===== src/rtl/core/fte_pkg.sv =====
`timescale 1ns / 1ps

package fte_pkg;

  localparam int STAGE_COUNT = 4;
  localparam int IDX_W      = (STAGE_COUNT > 1) ? $clog2(STAGE_COUNT) : 1;
  localparam int TOTAL_W    = $clog2(STAGE_COUNT * 65535 + 1);
  localparam int TEMP_W     = 17;
  localparam int POWER_W    = 16;
  localparam int CFG_W      = 32;
  localparam int CFG_IDX_W  = 3;
  localparam int OUT_W      = 104;
  localparam int PC_W       = 4;

  localparam logic [CFG_IDX_W-1:0] REG_AMBIENT = 3'd0;
  localparam logic [CFG_IDX_W-1:0] REG_PATHS   = 3'd1;
  localparam logic [CFG_IDX_W-1:0] REG_LIMITS  = 3'd2;
  localparam int                   REG_STAGE0  = 3;

  localparam logic signed [TEMP_W-1:0] AMBIENT_RESET = 17'sd1600;
  localparam logic [CFG_W-1:0]         LIMITS_RESET  = 32'h2580_1F40;

  localparam logic [3:0] OP_NOP       = 4'd0;
  localparam logic [3:0] OP_MUL_STAGE = 4'd1;
  localparam logic [3:0] OP_TARGET    = 4'd2;
  localparam logic [3:0] OP_MUL_DIFF  = 4'd3;
  localparam logic [3:0] OP_UPDATE    = 4'd4;
  localparam logic [3:0] OP_MUL_SINK  = 4'd5;
  localparam logic [3:0] OP_SINK      = 4'd6;
  localparam logic [3:0] OP_MUL_CASE  = 4'd7;
  localparam logic [3:0] OP_CASE      = 4'd8;
  localparam logic [3:0] OP_JUNC      = 4'd9;
  localparam logic [3:0] OP_FINAL     = 4'd10;
  localparam logic [3:0] OP_REINIT    = 4'd11;

  localparam logic [PC_W-1:0] PC_SAMPLE = 4'd0;
  localparam logic [PC_W-1:0] PC_REINIT = 4'd10;

  typedef struct packed {
    logic [3:0]      op;
    logic            loop;
    logic            done;
    logic [PC_W-1:0] jump;
  } uword_t;

  typedef struct packed {
    logic             start;
    logic             en;
    logic [3:0]       op;
    logic [IDX_W-1:0] idx;
  } ctrl_t;

  function automatic uword_t urom(input logic [PC_W-1:0] pc);
    uword_t w;
    w = '{op: OP_NOP, loop: 1'b0, done: 1'b0, jump: PC_SAMPLE};
    case (pc)
      4'd0:    w.op = OP_MUL_STAGE;
      4'd1:    w.op = OP_TARGET;
      4'd2:    w.op = OP_MUL_DIFF;
      4'd3:    begin
        w.op   = OP_UPDATE;
        w.loop = 1'b1;
        w.jump = PC_SAMPLE;
      end
      4'd4:    w.op = OP_MUL_SINK;
      4'd5:    w.op = OP_SINK;
      4'd6:    w.op = OP_MUL_CASE;
      4'd7:    w.op = OP_CASE;
      4'd8:    w.op = OP_JUNC;
      4'd9:    begin
        w.op   = OP_FINAL;
        w.done = 1'b1;
      end
      4'd10:   begin
        w.op   = OP_REINIT;
        w.done = 1'b1;
      end
      default: w.done = 1'b1;
    endcase
    return w;
  endfunction

  function automatic logic signed [TEMP_W-1:0] sat17(input logic signed [24:0] v);
    logic signed [TEMP_W-1:0] r;
    if (v > 25'sd65535) begin
      r = 17'sd65535;
    end else if (v < -25'sd65536) begin
      r = -17'sd65536;
    end else begin
      r = v[TEMP_W-1:0];
    end
    return r;
  endfunction

endpackage


===== src/rtl/core/fte_useq.sv =====
`timescale 1ns / 1ps

module fte_useq (
  input  logic          clk,
  input  logic          rst,
  input  logic          in_valid,
  input  logic          in_kind,
  input  logic          out_hold,
  output logic          in_ready,
  output fte_pkg::ctrl_t ctrl
);
  import fte_pkg::*;

  localparam logic [IDX_W-1:0] LAST_IDX = IDX_W'(STAGE_COUNT - 1);

  logic             busy;
  logic [PC_W-1:0]  pc;
  logic [IDX_W-1:0] idx;
  uword_t           w;

  assign w        = urom(pc);
  assign in_ready = !busy;

  always_comb begin
    ctrl.start = in_valid && !busy;
    ctrl.en    = busy && !(w.done && out_hold);
    ctrl.op    = w.op;
    ctrl.idx   = idx;
  end

  always_ff @(posedge clk) begin
    if (rst) begin
      busy <= 1'b0;
      pc   <= PC_SAMPLE;
      idx  <= '0;
    end else if (ctrl.start) begin
      busy <= 1'b1;
      pc   <= in_kind ? PC_REINIT : PC_SAMPLE;
      idx  <= '0;
    end else if (ctrl.en) begin
      if (w.done) begin
        busy <= 1'b0;
      end else if (w.loop && idx != LAST_IDX) begin
        pc  <= w.jump;
        idx <= idx + 1'b1;
      end else begin
        pc <= pc + 1'b1;
      end
    end
  end

endmodule


===== src/rtl/core/fte_datapath.sv =====
`timescale 1ns / 1ps

module fte_datapath (
  input  logic                           clk,
  input  logic                           rst,
  input  fte_pkg::ctrl_t                 ctrl,
  input  logic [fte_pkg::POWER_W-1:0]    power,
  input  logic                           cfg_we,
  input  logic [fte_pkg::CFG_IDX_W-1:0]  cfg_index,
  input  logic [fte_pkg::CFG_W-1:0]      cfg_data,
  input  logic                           out_ready,
  output logic                           out_valid,
  output logic [fte_pkg::OUT_W-1:0]      out_data
);
  import fte_pkg::*;

  // config
  logic signed [TEMP_W-1:0] amb;
  logic [CFG_W-1:0]         paths;
  logic [CFG_W-1:0]         limits;
  logic [CFG_W-1:0]         stage_par [STAGE_COUNT];

  // state
  logic [15:0]              rise [STAGE_COUNT];
  logic signed [TEMP_W-1:0] peak;
  logic [31:0]              peak_step;
  logic [31:0]              step_cnt;
  logic                     warn_l;
  logic                     max_l;

  // working registers
  logic [POWER_W-1:0]       power_r;
  logic [31:0]              prod;
  logic [15:0]              tgt;
  logic                     dneg;
  logic [TOTAL_W-1:0]       total;
  logic signed [TEMP_W-1:0] sink;
  logic signed [TEMP_W-1:0] cse;
  logic signed [TEMP_W-1:0] junc;

  logic [15:0]              mul_a;
  logic [15:0]              mul_b;
  logic [15:0]              rise_cur;
  logic [15:0]              coef;
  logic [32:0]              rnd10_sum;
  logic [22:0]              rnd10;
  logic [31:0]              rnd15_sum;
  logic [16:0]              dstep;
  logic [16:0]              diff;
  logic [15:0]              rise_new;
  logic [31:0]              step_next;
  logic                     peak_up;
  logic signed [17:0]       junc_x;
  logic                     warn_hit;
  logic                     max_hit;
  logic                     warn_ev;
  logic                     max_ev;
  logic signed [TEMP_W-1:0] peak_n;
  logic [31:0]              peak_step_n;

  assign rise_cur  = rise[ctrl.idx];
  assign coef      = stage_par[ctrl.idx][31:16];
  assign rnd10_sum = {1'b0, prod} + 33'd512;
  assign rnd10     = rnd10_sum[32:10];
  assign rnd15_sum = prod + 32'd16384;
  assign dstep     = rnd15_sum[31:15];
  assign diff      = {1'b0, tgt} - {1'b0, rise_cur};

  always_comb begin
    case (ctrl.op)
      OP_MUL_STAGE: begin
        mul_a = power_r;
        mul_b = stage_par[ctrl.idx][15:0];
      end
      OP_MUL_DIFF: begin
        mul_a = diff[16] ? 16'(-diff) : diff[15:0];
        mul_b = coef;
      end
      OP_MUL_SINK: begin
        mul_a = power_r;
        mul_b = paths[15:0];
      end
      default: begin
        mul_a = power_r;
        mul_b = paths[31:16];
      end
    endcase
  end

  always_comb begin
    if (coef[15]) begin
      rise_new = tgt;
    end else if (dneg) begin
      rise_new = rise_cur - dstep[15:0];
    end else begin
      rise_new = rise_cur + dstep[15:0];
    end
  end

  always_comb begin
    step_next   = step_cnt + 32'd1;
    peak_up     = junc > peak;
    peak_n      = peak_up ? junc : peak;
    peak_step_n = peak_up ? step_next : peak_step;
    junc_x      = {junc[TEMP_W-1], junc};
    warn_hit    = junc_x > $signed({2'b00, limits[15:0]});
    max_hit     = junc_x > $signed({2'b00, limits[31:16]});
    warn_ev     = warn_hit && !warn_l;
    max_ev      = max_hit && !max_l;
  end

  always_ff @(posedge clk) begin
    if (rst) begin
      amb    <= AMBIENT_RESET;
      paths  <= '0;
      limits <= LIMITS_RESET;
      for (int i = 0; i < STAGE_COUNT; i++) begin
        stage_par[i] <= '0;
      end
    end else if (cfg_we) begin
      if (cfg_index == REG_AMBIENT) begin
        amb <= $signed(cfg_data[TEMP_W-1:0]);
      end
      if (cfg_index == REG_PATHS) begin
        paths <= cfg_data;
      end
      if (cfg_index == REG_LIMITS) begin
        limits <= cfg_data;
      end
      for (int i = 0; i < STAGE_COUNT; i++) begin
        if (cfg_index == CFG_IDX_W'(REG_STAGE0 + i)) begin
          stage_par[i] <= cfg_data;
        end
      end
    end
  end

  always_ff @(posedge clk) begin
    if (ctrl.start) begin
      power_r <= power;
      total   <= '0;
    end else if (ctrl.en) begin
      case (ctrl.op)
        OP_MUL_STAGE, OP_MUL_DIFF, OP_MUL_SINK, OP_MUL_CASE: begin
          prod <= mul_a * mul_b;
          if (ctrl.op == OP_MUL_DIFF) begin
            dneg <= diff[16];
          end
        end
        OP_TARGET: tgt  <= (rnd10[22:16] != 7'd0) ? 16'hFFFF : rnd10[15:0];
        OP_UPDATE: total <= total + TOTAL_W'(rise_new);
        OP_SINK:   sink <= sat17(25'(amb) + $signed({2'b00, rnd10}));
        OP_CASE:   cse  <= sat17(25'(sink) + $signed({2'b00, rnd10}));
        OP_JUNC:   junc <= sat17(25'(cse) + $signed({(25 - TOTAL_W)'(0), total}));
        default: ;
      endcase
    end
  end

  always_ff @(posedge clk) begin
    if (rst) begin
      for (int i = 0; i < STAGE_COUNT; i++) begin
        rise[i] <= '0;
      end
      peak      <= AMBIENT_RESET;
      peak_step <= '0;
      step_cnt  <= '0;
      warn_l    <= 1'b0;
      max_l     <= 1'b0;
      out_valid <= 1'b0;
    end else begin
      if (ctrl.en && (ctrl.op inside {OP_FINAL, OP_REINIT})) begin
        out_valid <= 1'b1;
      end else if (out_valid && out_ready) begin
        out_valid <= 1'b0;
      end
      if (ctrl.en) begin
        case (ctrl.op)
          OP_UPDATE: rise[ctrl.idx] <= rise_new;
          OP_FINAL: begin
            step_cnt  <= step_next;
            peak      <= peak_n;
            peak_step <= peak_step_n;
            warn_l    <= warn_l || warn_hit;
            max_l     <= max_l || max_hit;
            out_data  <= {max_l || max_hit, warn_l || warn_hit, max_ev, warn_ev,
                          peak_step_n, peak_n, sink, cse, junc};
          end
          OP_REINIT: begin
            for (int i = 0; i < STAGE_COUNT; i++) begin
              rise[i] <= '0;
            end
            step_cnt  <= '0;
            peak      <= amb;
            peak_step <= '0;
            warn_l    <= 1'b0;
            max_l     <= 1'b0;
            out_data  <= {4'b0000, 32'd0, amb, amb, amb, amb};
          end
          default: ;
        endcase
      end
    end
  end

endmodule


===== src/rtl/core/foster_thermal_estimator.sv =====
`timescale 1ns / 1ps
// A power sample's result is built up by the microprogram, which steps the single shared
// 16x16 multiplier through every stage and then the sink and case paths. A reinitialize word
// runs only the REINIT microword. One word is in flight at a time; the next word is accepted
// once the sequencer finishes, even while the last result waits on m_axis_tready.
// Reset (rst, synchronous) restores register defaults, clears stages, flags and counts.
module foster_thermal_estimator (
  input  logic                           clk,
  input  logic                           rst,
  input  logic                           s_axis_tvalid,
  output logic                           s_axis_tready,
  input  logic [15:0]                    s_axis_tdata,  // [15:0] power
  input  logic                           s_axis_tuser,  // [0] action
  output logic                           m_axis_tvalid,
  input  logic                           m_axis_tready,
  // [16:0] junction, [33:17] case_temp, [50:34] sink_temp, [67:51] peak_temp,
  // [99:68] peak_step, [100] warn_event, [101] max_event, [102] warn_flag, [103] max_flag
  output logic [fte_pkg::OUT_W-1:0]      m_axis_tdata,
  input  logic                           cfg_we,
  input  logic [fte_pkg::CFG_IDX_W-1:0]  cfg_index,
  input  logic [fte_pkg::CFG_W-1:0]      cfg_data
);
  import fte_pkg::*;

  ctrl_t ctrl;
  logic  out_hold;

  assign out_hold = m_axis_tvalid && !m_axis_tready;

  fte_useq u_useq (
    .clk      (clk),
    .rst      (rst),
    .in_valid (s_axis_tvalid),
    .in_kind  (s_axis_tuser),
    .out_hold (out_hold),
    .in_ready (s_axis_tready),
    .ctrl     (ctrl)
  );

  fte_datapath u_dp (
    .clk       (clk),
    .rst       (rst),
    .ctrl      (ctrl),
    .power     (s_axis_tdata),
    .cfg_we    (cfg_we),
    .cfg_index (cfg_index),
    .cfg_data  (cfg_data),
    .out_ready (m_axis_tready),
    .out_valid (m_axis_tvalid),
    .out_data  (m_axis_tdata)
  );

endmodule


===== config.mk =====
export PLATFORM = sky130hd
export DESIGN_NAME = foster_thermal_estimator
export DESIGN_NICKNAME = d
export VERILOG_FILES = /design/src/rtl/core/fte_pkg.sv /design/src/rtl/core/fte_useq.sv /design/src/rtl/core/fte_datapath.sv /design/src/rtl/core/foster_thermal_estimator.sv
export SDC_FILE = /design/constraint.sdc
export NUM_CORES = 2
export LEC_CHECK = 0
export BUFFER_PORTS_ARGS = -buffer_cell sky130_fd_sc_hd__clkbuf_2
export CAP_MARGIN = 20
export CORE_AREA = 8 8 283 353
export CTS_BUF_LIST = sky130_fd_sc_hd__clkbuf_2
export DETAILED_ROUTE_END_ITERATION = 16
export DIE_AREA = 0 0 291 361
export HOLD_SLACK_MARGIN = 0.08
export SYNTH_ARGS = -nofsm -noshare
export SYNTH_HDL_FRONTEND = slang
export SYNTH_SLANG_ARGS = --single-unit

===== constraint.sdc =====
create_clock -name clk -period 9.6 [get_ports clk]
set_input_delay 0.96 -clock clk [delete_from_list [all_inputs] [get_ports clk]]
set_output_delay 0.96 -clock clk [all_outputs]
set_load 0.1 [all_outputs]

==> flow_summary.ini <==
[status]
status = finished clean

[worst_setup_path]
path_class = flop to flop
crit_path_end_kind = flop
cp.arrival_ns = 10.35
timing.critical_path.mode_cell = fa_1
crit_slowest_cell = o41a_1
cp-start-kind = flop
crit_fanout = 7
crit_path_max_incr_delay_ns = 0.60
crit_required_ns = 10.71

[timing]
slew_headroom = 0.242
min_period_ns = 9.24
setup_viol = 0
rsz0062_at_grt = yes
finalCritPeriodShare = 0.962
drv_slew = 0
hold_viol = 0
tightestPinTransition_ns = 1.14
fmax_ghz = 0.108
fin_ws_ns = 0.364
finClkSkew_ns = 0.111

[yosys]
yosys_warnings = 0
yosys_most_used_dff = edfxtp_1
synthArstFlopShare = 0
ys_ff_latch = 595
synth_top_cell_by_area = edfxtp_1
syn_avg_cell_area_um2 = 9.82
yosys-top-cells-area = edfxtp_1, fa_1, dfxtp_1
synthDistinctLibCells = 105
syn_nets = 4725
netlist_area_mm2 = 0.0412
netlist.area_leader.share = 0.294
synth_cells = 4192
ys_seq_area_frac = 0.387
synth_edf_count = 403

[place]
place_area_mm2 = 0.0436
dpl.hpwl_um = 91800
dp_slack_ns = 0.109
place_congestion = 0.926
portBuffers = 162

[grt]
grt_pass1_wl_um = 191000
antenna_found_initial = 10
grt.overflow.total = 0
track_usage = 0.233
grt_max_degree = 70
first_global_vias = 32510

[cts]
clkSinkCount = 595
cts_htree_levels = 4
cts_tree = built
cts-root-buf = clkbuf_2
clock_latency_ns = 1.42
cts_made_buffers = 150
clkTransAtPathRegs_ns = 0.11
cts_buffer_depth = 3

[die]
ios = 163
die_y_um = 361
dieWidth_um = 291
initial_core_util = 0.437
row_count = 126
fp.dieArea_mm2 = 0.105
core_mm2 = 0.0941

[route]
drc = 0
dr_total_vias = 32500
wire_per_inst_um = 21.4
viasPerCell = 5.57
antenna_left = 0
drt_first_iter_violations = 2401
dr.pass1.iters = 5
wirelength_um = 125000

[pwr]
powerDensity_mw_per_mm2 = 319
clockPowerShare = 0.127
total_leakage_power_nw = 19.2
swShare = 0.471
combPwrFrac = 0.648
switchingPower_mw = 6.91
internal-power_mw = 7.74
seqPwrFrac = 0.225
irDropWorstVdd_v = 0.000721

[layout]
syn2layout_area_growth_pct = 11.5
fin_area_mm2 = 0.0459
final_cell_mix = nand2_1, edfxtp_1, inv_1, clkbuf_2, nor2_1
post_route_cells_drive_above_1_share = 0.145
layout_commonest_cell = nand2_1
final_nets = 5016
fin_util = 0.488

[hold_path]
min_path_type = input port to flop

[run]
maxCapViolCount = 0
[through the flow]
stage	TNS, ns	std cells	hold slack [ns]	power, mW
6_report	0	5833	0.317	14.6
5_1_grt	-0.0214	5829	0.114	15.9
4_1_cts	0	5816	0.0892	14.7
3_5_place_dp	0	5481	0.446	12.8
3_3_place_gp	0	5481	0.443	12.8
2_1_floorplan	0	4192	0.436	10.1
[metal layers]
metal	up-vias	GRT usage	wire length [µm]
met4	0	0.0885	4290
met2	1033	0.408	62700
met5	-	0	0
met1	15886	0.284	50800
met3	248	0.0423	7030
li1	15333	-	-
[Yosys cell counts, types with 7 or more instances]
master	instances
a21o_1	90
a221oi_1	16
o21ai_1	24
nor3_1	66
or3_1	19
o32ai_1	33
ha_1	277
a21oi_1	249
dfxtp_1	192
nand2_1	532
and2_1	150
nor3b_1	7
fa_1	199
and3_1	29
buf_2	15
mux2i_1	30
o221a_2	15
a211oi_1	57
nand2b_1	48
xor2_1	81
nor4_1	17
nand3_1	49
edfxtp_1	403
a221o_1	14
o21a_1	45
o31a_1	8
a31oi_1	24
o31ai_1	7
mux4_2	46
o21ai_0	108
inv_1	389
xnor2_1	126
o21bai_1	19
a2111oi_0	8
or2_2	13
nor2_1	361
buf_1	15
nor2b_1	34
o211ai_1	35
a22o_1	18
nand4_1	36
clkbuf_1	149
[layout make-up]
type	count	area, µm²
repair buffers	323	2180
well taps	1216	1520
clock inverters	56	379
fillers	8928	48200
diodes	12	30.0
flip-flops and latches	595	16000
multi-input cells	3021	23300
clock buffers	218	1090
inverters	392	1470
[sequential cells by signal (all words and copies together) (netlist names), 18 cells and up, named ones only]
signal / cells
u_dp.step_cnt: 32
u_dp.peak_step: 32
u_dp.prod: 23
u_dp.out_data: 104
u_dp.paths: 32
u_dp.rise: 64
u_dp.total: 18
u_dp.stage_par: 128
u_dp.limits: 32
[final timing paths]
| path | from | endpoint | slack, ns | cells past startpoint |
|---|---|---|---|---|
| setup / recovery | flop | u_dp.prod[24]$_DFFE_PP_ | 0.36 | 31 |
| hold / removal | s_axis_tdata[8] | u_dp.power_r[8]$_DFFE_PP_ | 0.32 | 2 |
| setup reg to reg | flop | u_dp.prod[24]$_DFFE_PP_ | 0.36 | 31 |
| hold reg to reg | u_dp.limits[20]$_SDFFE_PP0P_ | u_dp.limits[20]$_SDFFE_PP0P_ | 0.46 | 2 |
[cell families after synthesis]
family | share of synthesized area
buffers and inverters | 0.0536
AOI/OAI and AO/OA | 0.141
xor gates and xnor gates | 0.0444
muxes | 0.0351
adders and majority gates | 0.181
DFF | 0.387
and+or+nand+nor | 0.158
[worst max-delay path, delay by kind of cell (launching register included)]
family          cells  cell delay, ns
xor+xnor            3            0.71
simple gates        2            0.31
compound gates     12            2.96
flops               1            0.41
fa+ha+maj           8            3.55
mux                 1            0.58
buf+inv             5            0.46
[power by group through the flow]
stage / registers (mW) / logic [mW] / clock network (mW)
4_1_cts: 3.29 / 9.53 / 1.92
3_3_place_gp: 3.35 / 9.42 / 0
6_report: 3.29 / 9.50 / 1.86
3_5_place_dp: 3.35 / 9.41 / 0
5_1_grt: 3.31 / 10.6 / 2.04
2_1_floorplan: 3.29 / 6.85 / 0
[repair_timing]
item | CTS | global route
setup endpoints to repair | 0 | 13
gates resized for setup | 0 | 23
endpoints found under the hold margin | 263 | 0
hold buffers | 61 | 0
setup buffers | 0 | 5
Note: power is estimated with default switching activity, not from simulation.
